File: config.mk
export PLATFORM = sky130hd
export DESIGN_NAME = ready_queue_with_remove_by_id
export DESIGN_NICKNAME = d
export VERILOG_FILES = /design/src/hdl/rqr_pkg.sv /design/src/hdl/rqr_cell.sv /design/src/hdl/ready_queue_with_remove_by_id.sv
export SDC_FILE = /design/constraint.sdc
export NUM_CORES = 1
export LEC_CHECK = 0
export BUFFER_PORTS_ARGS = -buffer_cell sky130_fd_sc_hd__clkbuf_2
export CAP_MARGIN = 0
export CORE_MARGIN = 4
export CORE_UTILIZATION = 35
export DETAILED_ROUTE_END_ITERATION = 10
export HOLD_SLACK_MARGIN = 0.12
export SLEW_MARGIN = 10
export SYNTH_ARGS = -nofsm -noshare
export SYNTH_HDL_FRONTEND = slang
export SYNTH_SLANG_ARGS = --single-unit
export TNS_END_PERCENT = 50
File: constraint.sdc
create_clock -name clk_i -period 6 [get_ports clk_i]
set_clock_uncertainty 0.05 [all_clocks]
set_input_delay 0.3 -clock clk_i [delete_from_list [all_inputs] [get_ports clk_i]]
set_output_delay 0.3 -clock clk_i [all_outputs]
set_load 0.01 [all_outputs]
File: src/hdl/rqr_pkg.sv
// shared constants and types for the ready queue with remove by id
package rqr_pkg;

  localparam int DEPTH = 16;
  localparam int CNT_W = $clog2(DEPTH + 1);
  localparam int HND_W = 16;
  localparam int ID_W  = 16;
  localparam int FUNC_W = 2;
  localparam int STAT_W = 2;
  localparam int OUT_CNT_W = 5;

  localparam logic [FUNC_W-1:0] FUNC_ENQ = 2'd0;
  localparam logic [FUNC_W-1:0] FUNC_DEQ = 2'd1;
  localparam logic [FUNC_W-1:0] FUNC_REM = 2'd2;

  localparam logic [STAT_W-1:0] STAT_OK       = 2'd0;
  localparam logic [STAT_W-1:0] STAT_FULL     = 2'd1;
  localparam logic [STAT_W-1:0] STAT_EMPTY    = 2'd2;
  localparam logic [STAT_W-1:0] STAT_NOTFOUND = 2'd3;

  typedef struct packed {
    logic             deq;
    logic             rem;
    logic [HND_W-1:0] hnd;
    logic [ID_W-1:0]  id;
  } cell_cmd_t;

endpackage

File: src/hdl/rqr_cell.sv
// one queue slot: holds an entry, compares its id and shifts toward the head
module rqr_cell (
  input  logic                      clk_i,
  input  rqr_pkg::cell_cmd_t        cmd_i,
  input  logic                      live_i,
  input  logic                      load_i,
  input  logic [rqr_pkg::HND_W-1:0] nxt_handle_i,
  input  logic [rqr_pkg::ID_W-1:0]  nxt_id_i,
  input  logic                      match_i,
  input  logic [rqr_pkg::HND_W-1:0] hout_i,
  output logic [rqr_pkg::HND_W-1:0] handle_o,
  output logic [rqr_pkg::ID_W-1:0]  id_o,
  output logic                      match_o,
  output logic [rqr_pkg::HND_W-1:0] hout_o
);

  logic [rqr_pkg::HND_W-1:0] handle_q, handle_d;
  logic [rqr_pkg::ID_W-1:0]  id_q, id_d;
  logic                      hit;
  logic                      first;
  logic                      shift;

  always_comb begin
    hit     = cmd_i.rem && live_i && (id_q == cmd_i.id);
    first   = hit && !match_i;
    match_o = match_i || hit;
    hout_o  = first ? handle_q : hout_i;
    shift   = cmd_i.deq || (cmd_i.rem && match_o);
    handle_d = handle_q;
    id_d     = id_q;
    if (shift) begin
      handle_d = nxt_handle_i;
      id_d     = nxt_id_i;
    end else if (load_i) begin
      handle_d = cmd_i.hnd;
      id_d     = cmd_i.id;
    end
  end

  always_ff @(posedge clk_i) begin
    handle_q <= handle_d;
    id_q     <= id_d;
  end

  assign handle_o = handle_q;
  assign id_o     = id_q;

endmodule

File: src/hdl/ready_queue_with_remove_by_id.sv
// top level of the ready queue: cell row, entry count and output register
//
// A first-in first-out queue of thread entries (handle and id) held in a row
// of identical cells, head in cell 0. One input word carries one operation
// in s_axis_tuser: enqueue, dequeue, or remove the entry nearest the head
// whose id matches; the other entries keep their order. Every input word
// gives exactly one output word with a status in m_axis_tuser and the
// removed handle and the entry count after the operation in m_axis_tdata.
// The id compare runs in every cell at once and a match flag ripples down
// the row, so every cell decides in the same cycle whether to take its
// neighbor's entry. The result is registered and appears in the cycle after
// the input word is accepted, and a new word is accepted every cycle.
// If the receiver stalls, the result waits in the output register and a new
// input word is taken only in a cycle in which that register empties.
// Reset empties the queue and the output register; the slots themselves
// are not cleared, since only slots below the entry count are ever read.
module ready_queue_with_remove_by_id (
  input  logic        clk_i,
  input  logic        rst_ni,
  input  logic        s_axis_tvalid_i,
  output logic        s_axis_tready_o,
  input  logic [31:0] s_axis_tdata_i,  // thread_handle[15:0], thread_id[31:16]
  input  logic [1:0]  s_axis_tuser_i,  // func[1:0]
  output logic        m_axis_tvalid_o,
  input  logic        m_axis_tready_i,
  output logic [23:0] m_axis_tdata_o,  // handle_out[15:0], entry_count[20:16], zero[23:21]
  output logic [1:0]  m_axis_tuser_o   // status[1:0]
);

  localparam int DEPTH = rqr_pkg::DEPTH;
  localparam int CNT_W = rqr_pkg::CNT_W;
  localparam int HND_W = rqr_pkg::HND_W;
  localparam int ID_W  = rqr_pkg::ID_W;

  logic [CNT_W-1:0] count_q, count_d;
  logic             out_valid_q, out_valid_d;
  logic [rqr_pkg::STAT_W-1:0] status_q, status_d;
  logic [HND_W-1:0] hout_q, hout_d;

  logic [rqr_pkg::FUNC_W-1:0] func;
  logic             fire;
  logic             full, empty;
  logic             enq_ok, deq_ok, rem_go, found;
  rqr_pkg::cell_cmd_t cmd;

  logic [DEPTH-1:0] live, load;
  logic [HND_W-1:0] cell_handle [DEPTH];
  logic [ID_W-1:0]  cell_id     [DEPTH];
  logic [HND_W-1:0] nxt_handle  [DEPTH];
  logic [ID_W-1:0]  nxt_id      [DEPTH];
  logic [DEPTH:0]   match_chain;
  logic [HND_W-1:0] hout_chain  [DEPTH+1];

  assign func  = s_axis_tuser_i;
  assign s_axis_tready_o = !out_valid_q || m_axis_tready_i;
  assign fire  = s_axis_tvalid_i && s_axis_tready_o;
  assign full  = (count_q == CNT_W'(DEPTH));
  assign empty = (count_q == '0);

  assign enq_ok = fire && (func == rqr_pkg::FUNC_ENQ) && !full;
  assign deq_ok = fire && (func == rqr_pkg::FUNC_DEQ) && !empty;
  assign rem_go = fire && (func == rqr_pkg::FUNC_REM);

  always_comb begin
    cmd.deq = deq_ok;
    cmd.rem = rem_go;
    cmd.hnd = s_axis_tdata_i[15:0];
    cmd.id  = s_axis_tdata_i[31:16];
  end

  assign match_chain[0] = 1'b0;
  assign hout_chain[0]  = '0;

  for (genvar i = 0; i < DEPTH; i++) begin : g_cell
    assign live[i] = (CNT_W'(i) < count_q);
    assign load[i] = enq_ok && (count_q == CNT_W'(i));
    if (i == DEPTH - 1) begin : g_last
      assign nxt_handle[i] = '0;
      assign nxt_id[i]     = '0;
    end else begin : g_mid
      assign nxt_handle[i] = cell_handle[i+1];
      assign nxt_id[i]     = cell_id[i+1];
    end
    rqr_cell u_cell (
      .clk_i       (clk_i),
      .cmd_i       (cmd),
      .live_i      (live[i]),
      .load_i      (load[i]),
      .nxt_handle_i(nxt_handle[i]),
      .nxt_id_i    (nxt_id[i]),
      .match_i     (match_chain[i]),
      .hout_i      (hout_chain[i]),
      .handle_o    (cell_handle[i]),
      .id_o        (cell_id[i]),
      .match_o     (match_chain[i+1]),
      .hout_o      (hout_chain[i+1])
    );
  end

  assign found = match_chain[DEPTH];

  always_comb begin
    count_d     = count_q;
    out_valid_d = out_valid_q;
    status_d    = status_q;
    hout_d      = hout_q;
    if (m_axis_tready_i) begin
      out_valid_d = 1'b0;
    end
    if (fire) begin
      out_valid_d = 1'b1;
      status_d    = rqr_pkg::STAT_OK;
      hout_d      = '0;
      case (func)
        rqr_pkg::FUNC_ENQ: begin
          if (full) begin
            status_d = rqr_pkg::STAT_FULL;
          end else begin
            count_d = count_q + 1'b1;
          end
        end
        rqr_pkg::FUNC_DEQ: begin
          if (empty) begin
            status_d = rqr_pkg::STAT_EMPTY;
          end else begin
            hout_d  = cell_handle[0];
            count_d = count_q - 1'b1;
          end
        end
        rqr_pkg::FUNC_REM: begin
          if (found) begin
            hout_d  = hout_chain[DEPTH];
            count_d = count_q - 1'b1;
          end else begin
            status_d = rqr_pkg::STAT_NOTFOUND;
          end
        end
        default: begin
          status_d = rqr_pkg::STAT_OK;
        end
      endcase
    end
  end

  always_ff @(posedge clk_i or negedge rst_ni) begin
    if (!rst_ni) begin
      count_q     <= '0;
      out_valid_q <= 1'b0;
    end else begin
      count_q     <= count_d;
      out_valid_q <= out_valid_d;
    end
  end

  always_ff @(posedge clk_i) begin
    status_q <= status_d;
    hout_q   <= hout_d;
  end

  assign m_axis_tvalid_o = out_valid_q;
  assign m_axis_tuser_o  = status_q;
  assign m_axis_tdata_o  = {3'b000, rqr_pkg::OUT_CNT_W'(count_q), hout_q};

`ifndef NO_ASSERTIONS
  a_count_bound : assert property (@(posedge clk_i) disable iff (!rst_ni)
    count_q <= CNT_W'(DEPTH))
    else $error("entry count above depth");

  a_enq_grows : assert property (@(posedge clk_i) disable iff (!rst_ni)
    enq_ok |=> count_q == $past(count_q) + 1'b1)
    else $error("enqueue did not add an entry");

  a_full_status : assert property (@(posedge clk_i) disable iff (!rst_ni)
    (out_valid_q && status_q == rqr_pkg::STAT_FULL) |-> full)
    else $error("full reported while queue not full");

  a_handle_zero : assert property (@(posedge clk_i) disable iff (!rst_ni)
    (out_valid_q && status_q != rqr_pkg::STAT_OK) |-> hout_q == '0)
    else $error("handle given with an error status");

  a_rem_shrinks : assert property (@(posedge clk_i) disable iff (!rst_ni)
    (rem_go && found) |=> count_q == $past(count_q) - 1'b1)
    else $error("remove did not take out an entry");
`endif

endmodule

* Word-level counts from Yosys, hierarchy flattened *
Index checks and enable logic that the tools add are counted.

operators by class
  mux-type cells = 89
  $lt $le $gt $ge = 16
  add/sub/neg operators = 2
  reductions and logical operators = 155
  equal/unequal tests = 37

operators with widths
  kind                                                                          count
  16-bit 2-to-1 mux                                                             78
  16-bit equality test                                                          16
  1-bit logical AND                                                             85
  5-bit by 4-bit equality test with 1-bit output (second input constant)        8
  4-bit by 5-bit less-than comparator with 1-bit output (first input constant)  8
  1-bit logical OR                                                              32
  16-bit case mux with 2 select lines                                           1
  2-bit nonzero test                                                            16
  5-bit by 3-bit equality test with 1-bit output (second input constant)        4
  3-bit by 5-bit less-than comparator with 1-bit output (first input constant)  4
  1-bit logical NOT                                                             18
  5-bit 2-to-1 mux                                                              3
  5-bit case mux with 3 select lines                                            1
  5-bit by 2-bit equality test with 1-bit output (second input constant)        2
  1-bit by 5-bit less-than comparator with 1-bit output (first input constant)  2
  2-bit by 5-bit less-than comparator with 1-bit output (first input constant)  2
  2-bit inequality test (second input constant)                                 3
  2-bit case mux with 3 select lines                                            1
  5-bit by 1-bit adder with 5-bit output (second input constant)                1
  5-bit by 1-bit equality test with 1-bit output (second input constant)        1
  5-bit equality test (second input constant)                                   1
  5-bit logical NOT                                                             1
  5-bit AND reduction                                                           1
  5-bit by 1-bit subtractor with 5-bit output (second input constant)           1
  other kinds (6)                                                               9

word-level totals
  flip-flop bits (word level) = 536
  word-level logic and storage cells = 335

* Logic depth before layout (Yosys ltp) *
Gate-level depths: netlist of the first run.

  depth in word-level cells = 25
  mapped depth = 16

* Hierarchy *
From an unflattened synthesis of the first run, not the netlist that was laid out.

second synthesis, totals
  cells, all modules = 3817
  area, all modules = 38411.8 um^2

by module, submodules not included
  module                         cells an instance  seq. area each (um^2)  times used  area an instance (um^2)
  rqr_cell                       228                960.9                  16          2293.4
  ready_queue_with_remove_by_id  169                690.7                  1           1716.6

* Worst setup path after synthesis of the first run *
No wires, ideal clock.

  path kind = flip-flop to flip-flop
  from = reg out_valid_q (netlist: m_axis_tvalid_o)
  to = reg g_cell[3].u_cell.handle_q (netlist bit g_cell[3].u_cell.handle_o[0]) (enable)
  cell stages (with the launch flop) = 12
  slack = 1.332 ns
  period minus slack after synthesis = 4.668 ns
  path buffers = 4
  arrival time = 3.960 ns
  required time = 5.292 ns
  cell sequence = dfrtp_1 nor2b_1 inv_1 and2_1 clkbuf_1 and3_1 clkbuf_1 nor3_1 nor2b_1 buf_2 buf_1 o21ai_0

on the way
  cells in the longest elaborated chain, start to end = 12

ends and longest elaborated chain
  element                           RTL line                              source
  start: declaration                ready_queue_with_remove_by_id.sv:36   logic out_valid_q, out_valid_d;
  start signal: assignment          ready_queue_with_remove_by_id.sv:151  out_valid_q <= out_valid_d;
  1-bit logical NOT (*)             ready_queue_with_remove_by_id.sv:55   assign s_axis_tready_o = !out_valid_q || m_axis_tready_i;
  1-bit logical OR (*)              ready_queue_with_remove_by_id.sv:55
  net s_axis_tready_o               ready_queue_with_remove_by_id.sv:21   output logic s_axis_tready_o,
  1-bit logical AND (*)             ready_queue_with_remove_by_id.sv:56   assign fire = s_axis_tvalid_i && s_axis_tready_o;
  net fire                          ready_queue_with_remove_by_id.sv:41   logic fire;
  1-bit logical AND                 ready_queue_with_remove_by_id.sv:62   assign rem_go = fire && (func == rqr_pkg::FUNC_REM);
  1-bit logical AND (2 in series)   rqr_cell.sv:24                        hit = cmd_i.rem && live_i && (id_q == cmd_i.id);
  1-bit logical OR (3 in series)    rqr_cell.sv:26                        match_o = match_i || hit;
  1-bit logical AND                 rqr_cell.sv:28                        shift = cmd_i.deq || (cmd_i.rem && match_o);
  1-bit logical OR                  rqr_cell.sv:28
  2-bit nonzero test (no line) (*)  -
  end signal: assignment            rqr_cell.sv:41                        handle_q <= handle_d;
  end: declaration                  rqr_cell.sv:17                        logic [rqr_pkg::HND_W-1:0] handle_q, handle_d;

Mark *: on every way through the listed nets, which the timed path passes. The rest lies on a longest branch.
A chain may end at the register's enable or synchronous reset.

* Worst setup path after layout of the first run *
  from = reg count_q[2]
  to = reg g_cell[9].u_cell.handle_q (netlist bit g_cell[9].u_cell.handle_o[8]), data pin

on the way
  cells in the longest elaborated chain, start to end = 15

ends and longest elaborated chain
  element                                                RTL line                              source
  start: declaration                                     ready_queue_with_remove_by_id.sv:35   logic [CNT_W-1:0] count_q, count_d;
  start signal: assignment                               ready_queue_with_remove_by_id.sv:150  count_q <= count_d;
  1-bit by 5-bit less-than comparator with 1-bit output  ready_queue_with_remove_by_id.sv:75   assign live[i] = (CNT_W'(i) < count_q);
  1-bit logical AND (2 in series)                        rqr_cell.sv:24
  1-bit logical OR (9 in series)                         rqr_cell.sv:26
  1-bit logical AND                                      rqr_cell.sv:28
  1-bit logical OR (*)                                   rqr_cell.sv:28
  16-bit 2-to-1 mux (*)                                  rqr_cell.sv:31                        if (shift) begin
  net g_cell[9].u_cell.handle_d (one bit)                rqr_cell.sv:17
  end signal: assignment                                 rqr_cell.sv:41
  end: declaration                                       rqr_cell.sv:17

Marked as above.

==> metrics.md, run 1 <==
| Metric | Value |
|---|---|
| Total track usage | `between 10% and 20%` |
| Sequential fraction of the synthesis area | `around 53%` |
| Commonest non-fill, non-tap cells in the layout | `498 x edfxtp_1, 475 x mux2_2, 184 x nand2_1` |
| Pin count of the biggest net entering global routing | `34` |
| Crit path kind | `register to register` |
| Clock-pin slew on the worst setup and hold paths | `~0.06 ns` |
| Setup WS pre-CTS | `1.101 ns` |
| Area of the core | `between 80000 and 90000 um2` |
| Worst-skew pair later-pin latency | `slightly above 0.6 ns` |
| CTS sink count | `around 540` |
| RSZ-0062 raised after global routing | `false` |
| I/O Buffers | `slightly above 60` |
| Drt wl/cell | `roughly 25 um` |
| Reg-to-reg slack, setup | `roughly 0.9 ns` |
| Die width | `just under 300 um` |
| Period Utilization, post-route | `85.00%` |
| Via-to-Cell Ratio | `approximately 5.7` |
| Mapped Avg Cell Area | `12.61 um2` |
| Reg2reg start | `count_q[2]` |
| Maximum VDD drop | `approximately 210 uV` |
| Inserted Clock Buffers | `57` |
| Layout filler cell count | `between 7000 and 8000` |
| Post-synthesis register bit count | `around 540` |
| Worst Hold Launch | `s_axis_tdata_i[12]` |
| Minimum clock period | `5.100 ns` |
| Slew Limit Fails | `0` |
| Initial Utilization | `35.25%` |
| Fin Setup TNS | `0 ns` |
| Initial antenna violation count | `0` |
| Hold Vio Cnt, Final | `0` |
| Post-route DRC | `0` |
| Final instance area | `32890 um2` |
| Cell row count | `roughly 110` |
| Synthesized instance count | `between 2000 and 2500` |
| Area Overhead vs Synth | `11.69%` |
| Ys flop type | `edfxtp_1` |
| CTS root buf | `clkbuf_16` |
| Remaining global-route overflow | `0` |
| Leakage | `about 11 nW` |
| CP startpoint | `count_q[2]` |
| Pre-Repair DR Iteration Count | `9` |
| Post-DP HPWL | `61730 um` |
| Placed cell area | `a little over 30000 um2` |
| CP arrival | `approximately 5.4 ns` |
| Routed via count | `just under 20000` |
| Critical Path RT | `around 6.3 ns` |
| # Max-Cap Violations | `0` |
| Chip height | `roughly 300 um` |
| Core Util, Final | `between 30% and 40%` |
| Critical path startpoint category | `register` |
| Routability cong. | `slightly above 0.9` |
| Die area | `slightly below 90000 um2` |
| CTS H-Tree Depth | `2` |
| Layout cells sized above 1 | `30.71%` |
| # IOs | `66` |
| Outcome | `complete, no violations` |
| Post-synth ARST share | `1.119%` |
| CP Capture Type | `register` |
| Commonest non-fill, non-tap cell in the layout | `edfxtp_1` |
| PwrDens | `282.5 nW/um2` |
| Total wire length | `about 86000 um` |
| Antenna Cells | `0` |
| Vias in the first global route | `about 20000` |
| CTS tree | `done` |
| Initial DRC count | `about 2000` |
| # setup viols final | `0` |
| Post-DRT Antenna Nets | `0` |
| Slew headroom | `between 20 and 25%` |
| Synth warn | `0` |
| EDFF count, synth | `about 500` |
| Hold_ws | `0.1607 ns` |
| Cell area after synthesis | `between 20000 and 30000 um2` |
| Final nets | `roughly 2400` |
| Hold/Removal Path Class | `input pin to register` |
| First-pass GRT wire length | `between 100000 and 150000 um` |
| Max frequency | `between 150 and 200 MHz` |
| Worst Path Max Fanout | `21` |
| CTS Buffer Depth | `3` |
| Post-route setup slack | `roughly 0.9 ns` |
| Worst Max-Slew Pin Slew | `1.159 ns` |
| Cell variety after synth | `87` |
per-layer routing:
metal | wire [um] | vias up | global-route usage [%]
met3 | 6504 | 131 | 3.126
met1 | 36300 | 9921 | 25.21
li1 | - | 8849 | -
met5 | 0 | - | 0
met2 | 41170 | 827 | 31.72
met4 | 2420 | 0 | 5.489
registers in the layout, summed over array words and instances (netlist names):
register                flops
m_axis_tuser_o              2
hout_q                     16
m_axis_tvalid_o             1
count_q                     5
g_cell.u_cell.id_o        256
g_cell.u_cell.handle_o    256
worst max-delay path, cell delays in order (launching register included):
cell,delay [ns]
dfrtp_1,0.56
nor3_2,0.54
a211o_1,0.26
or2_2,0.19
nor3_1,0.07
a2111oi_0,0.82
and3_1,0.43
nand3_2,0.51
nor2_4,0.67
buf_4,0.36
mux2_2,0.38
synth_stat cells (6+ instances only):
cell type  instances  area share [%]
dfxtp_1           32             2.2
o211ai_1           9            0.23
buf_2             76             1.3
buf_6              8            0.31
o22ai_1            6            0.13
or3_1             11            0.23
a221oi_1          11            0.33
xnor2_1          113             3.4
dfrtp_1            6            0.51
inv_1             23            0.29
ha_1               9            0.38
a22o_1             7            0.21
edfxtp_1         498              51
nor2_1            73            0.93
clkbuf_1          97             1.2
a22oi_1           20            0.51
buf_4              6            0.15
nor2b_1            8            0.17
mux2_2           475              18
nor4_1            54             1.1
nand3_1           42            0.71
a211oi_1          10            0.25
a21oi_1           76             1.3
nand4_1           47             1.0
and4_1             8            0.24
o21ai_0           27            0.46
a31oi_1           12            0.25
nor3_1            34            0.58
buf_1             10            0.13
and2_1            11            0.23
or4_1             13            0.33
xor2_1           148             4.4
nor4b_1            8            0.24
a21o_1            12            0.31
a222oi_1          20            0.68
and3_1            14            0.30
nand2_1          184             2.3
power breakdown:
part           switching [W]  internal, W  leakage, nW
logic               0.000749     0.000476         5.20
registers           0.000187      0.00435         4.88
clock network        0.00149      0.00203        0.908
total                0.00243      0.00686         11.0
worst paths after layout:
path | cells after the start | end
worst min register to register | 2 | g_cell[15].u_cell.handle_o[10]
worst min-delay path | 3 | g_cell[15].u_cell.handle_o[12]
worst max-delay path | 10 | g_cell[9].u_cell.handle_o[8]
max in group asynchronous | 3 | count_q[2]
min in group asynchronous | 3 | m_axis_tvalid_o
worst max register to register | 10 | g_cell[9].u_cell.handle_o[8]
cell families after synthesis:
family,synth area share [%]
xor gates and xnor gates,7.762
buffers and inverters,3.424
and+or+nand+nor,10.19
DFF,53.46
AOI/OAI and AO/OA,6.466
adders and majority gates,0.3824
muxes,18.30
other,0.01273
cell type report:
| type | count | area, um2 | share of cell area, % |
|---|---|---|---|
| Clock buffer | 77 | 1605 | 4.881 |
| Clock inverter | 27 | 230.2 | 0.6999 |
| Inverter | 23 | 86.33 | 0.2625 |
| Multi-Input combinational cell | 1581 | 12850 | 39.06 |
| Sequential cell | 536 | 15750 | 47.87 |
| Tap cell | 1080 | 1351 | 4.108 |
| Timing Repair Buffer | 149 | 1026 | 3.119 |
through the flow:
stage,std cells,total power [W]
3_3_place_gp,3354,0.005779
5_1_grt,3473,0.009604
3_5_place_dp,3354,0.005808
6_report,3473,0.009291
4_1_cts,3473,0.009331
2_1_floorplan,2338,0.005382
what timing repair did:
action / CTS / global route
setup buffers: 0 / 0
endpoints found under the hold margin: 21 / 0
gates resized for setup: 0 / 0
hold buffers: 15 / 0
Power figures use the tool's default switching activity.
==> run 2, diff against run 1 <==
--- a/config.mk
+++ b/config.mk
@@ -7,6 +7,7 @@
 export LEC_CHECK = 0
 export BUFFER_PORTS_ARGS = -buffer_cell sky130_fd_sc_hd__clkbuf_2
 export CAP_MARGIN = 0
+export CORE_ASPECT_RATIO = 1.1
 export CORE_MARGIN = 4
 export CORE_UTILIZATION = 35
 export DETAILED_ROUTE_END_ITERATION = 10
==> metrics.md, run 2 (same netlist as run 1, synthesis figures left out) <==
| Metric | Value |
|---|---|
| PwrDens | `around 290 nW/um2` |
| Total track usage | `20.20%` |
| I/O Buffers | `62` |
| Post-route DRC | `0` |
| Core Util, Final | `39.73%` |
| Clock-pin slew on the worst setup and hold paths | `approximately 0.06 ns` |
| Worst Max-Slew Pin Slew | `between 1 and 1.5 ns` |
| Initial DRC count | `between 1500 and 2000` |
| Area of the core | `approximately 83000 um2` |
| Critical path startpoint category | `register` |
| Int Pwr | `0.006954 W` |
| Commonest non-fill, non-tap cell in the layout | `edfxtp_1` |
| Sequential share of power | `between 40% and 50%` |
| Max frequency | `~200 MHz` |
| CTS H-Tree Depth | `2` |
| Die width | `284.6 um` |
| Resized cells post-CTS | `0` |
| CTS tree | `done` |
| First-pass GRT wire length | `136400 um` |
| Hold Vio Cnt, Final | `0` |
| CP arrival | `~5.6 ns` |
| Crit path kind | `register to register` |
| Pin count of the biggest net entering global routing | `35` |
| Post-DRT Antenna Nets | `0` |
| Met3 Use GR | `3.063%` |
| Slew Limit Fails | `0` |
| # setup viols final | `0` |
| Fin Setup TNS | `0 ns` |
| # IOs | `66` |
| Initial Utilization | `35.34%` |
| Area Overhead vs Synth | `12.43%` |
| Post-DP HPWL | `~65000 um` |
| Total wire length | `92690 um` |
| Busiest grt layer | `met2` |
| Critical Path RT | `~6.4 ns` |
| GR Util met1 | `26.04%` |
| Layout cells sized above 1 | `31.34%` |
| Chip height | `312.2 um` |
| Sw Share | `26.52%` |
| RSZ-0062 raised after global routing | `false` |
| Worst Path Max Fanout | `11` |
| Hold_ws | `approximately 0.2 ns` |
| Pre-Repair DR Iteration Count | `7` |
| Outcome | `complete, no violations` |
| Routability cong. | `about 0.9` |
| Remaining global-route overflow | `0` |
| Initial antenna violation count | `1` |
| Inserted Clock Buffers | `59` |
| Die area | `approximately 89000 um2` |
| Maximum VDD drop | `around 230 uV` |
| Hold/Removal Path Class | `input pin to register` |
| CTS sink count | `about 540` |
| Period Utilization, post-route | `between 80% and 90%` |
| Worst-skew pair later-pin latency | `around 0.64 ns` |
| Placed cell area | `slightly above 30000 um2` |
| Multi-input gate area | `roughly 13000 um2` |
| Cell row count | `between 100 and 150` |
| PnR Total Power | `around 0.0095 W` |
| Sw Pwr | `0.002510 W` |
| Clock power frac | `slightly below 40%` |
| Slew headroom | `~18%` |
| Layout filler cell count | `between 7000 and 8000` |
| Drt wl/cell | `between 20 and 30 um` |
| Vias in the first global route | `slightly above 20000` |
| # Max-Cap Violations | `0` |
| Leakage | `11.11 nW` |
| Met2 usage | `34.02%` |
| CP Capture Type | `register` |
| Minimum clock period | `5.105 ns` |
| Commonest non-fill, non-tap cells in the layout | `498 x edfxtp_1, 475 x mux2_2, 184 x nand2_1` |
| Final nets | `2409` |
| CTS root buf | `clkbuf_16` |
| Final instance area | `about 33000 um2` |
| Via-to-Cell Ratio | `between 5 and 6` |
| CTS Buffer Depth | `3` |
| Combinational share of power | `a little over an eighth` |
| Routed via count | `20144` |
| Register area | `roughly 16000 um2` |
## run 2: changes by cell type in the layout (fill, tap and decap cells not counted), moves of 2 or more
cell,change
clkinv_1,-3
dlygate4sd3_1,+5
clkinv_2,+5
bufinv_16,+2
buf_4,+6
clkinv_8,+2
## run 2: final cells by class
class,instances,share of cell area (%)
repair buffers,161,3.446
clock inverters,35,1.100
multi-input cells,1581,38.81
diodes,1,0.007558
inverters,23,0.2607
flip-flops and latches,536,47.55
clock buffers,76,4.773
well taps,1073,4.055
## run 2: repair_timing
item                      CTS  global route
hold buffers               20             0
hold endpoints to repair   28             0
setup buffers               0             0
## run 2: worst max-delay path: stages, from the launching register on
cell and delay [ns]:
dfrtp_1 0.38, nor2b_1 0.20, inv_1 0.31, nand3_1 0.55
or4_1 0.68, or3_4 0.45, nor4_1 0.47, nand4_1 0.72
nand3_1 0.61, and3b_1 0.24, o211ai_1 0.11, and2_1 0.16
## run 2: power groups by stage
stage               combinational (W)  sequential (W)  clock [W]
global placement              0.00121         0.00461          0
global route                  0.00133         0.00456    0.00390
finish                        0.00124         0.00454    0.00368
detailed placement            0.00122         0.00462          0
CTS                           0.00124         0.00454    0.00375
floorplan                    0.000856         0.00453          0
## run 2: routing by layer
| metal | wire length [um] | vias up |
|---|---|---|
| met5 | 13 | - |
| met4 | 4175 | 2 |
| met3 | 5355 | 198 |
| met2 | 44570 | 777 |
| met1 | 38580 | 10261 |
| li1 | - | 8906 |
## run 2: final timing paths
check / start / to / slack, ns / cells after the start
setup / recovery: m_axis_tvalid_o / hout_q[0] / 0.90 / 11
hold / removal: s_axis_tdata_i[5] / g_cell[15].u_cell.handle_o[5] / 0.20 / 3
setup reg to reg: m_axis_tvalid_o / hout_q[0] / 0.90 / 11
hold reg to reg: g_cell[15].u_cell.handle_o[3] / g_cell[15].u_cell.handle_o[3] / 0.42 / 2
max in group asynchronous: rst_ni / count_q[2] / 4.99 / 3
min in group asynchronous: rst_ni / m_axis_tvalid_o / 0.62 / 3
## run 2: stage by stage
stage,cells,worst slack [ns]
after floorplan,2338,1.332
after global placement,3354,0.8450
after detailed placement,3354,0.7815
after CTS,3485,0.9522
after global routing,3485,0.7695
final,3486,0.8954
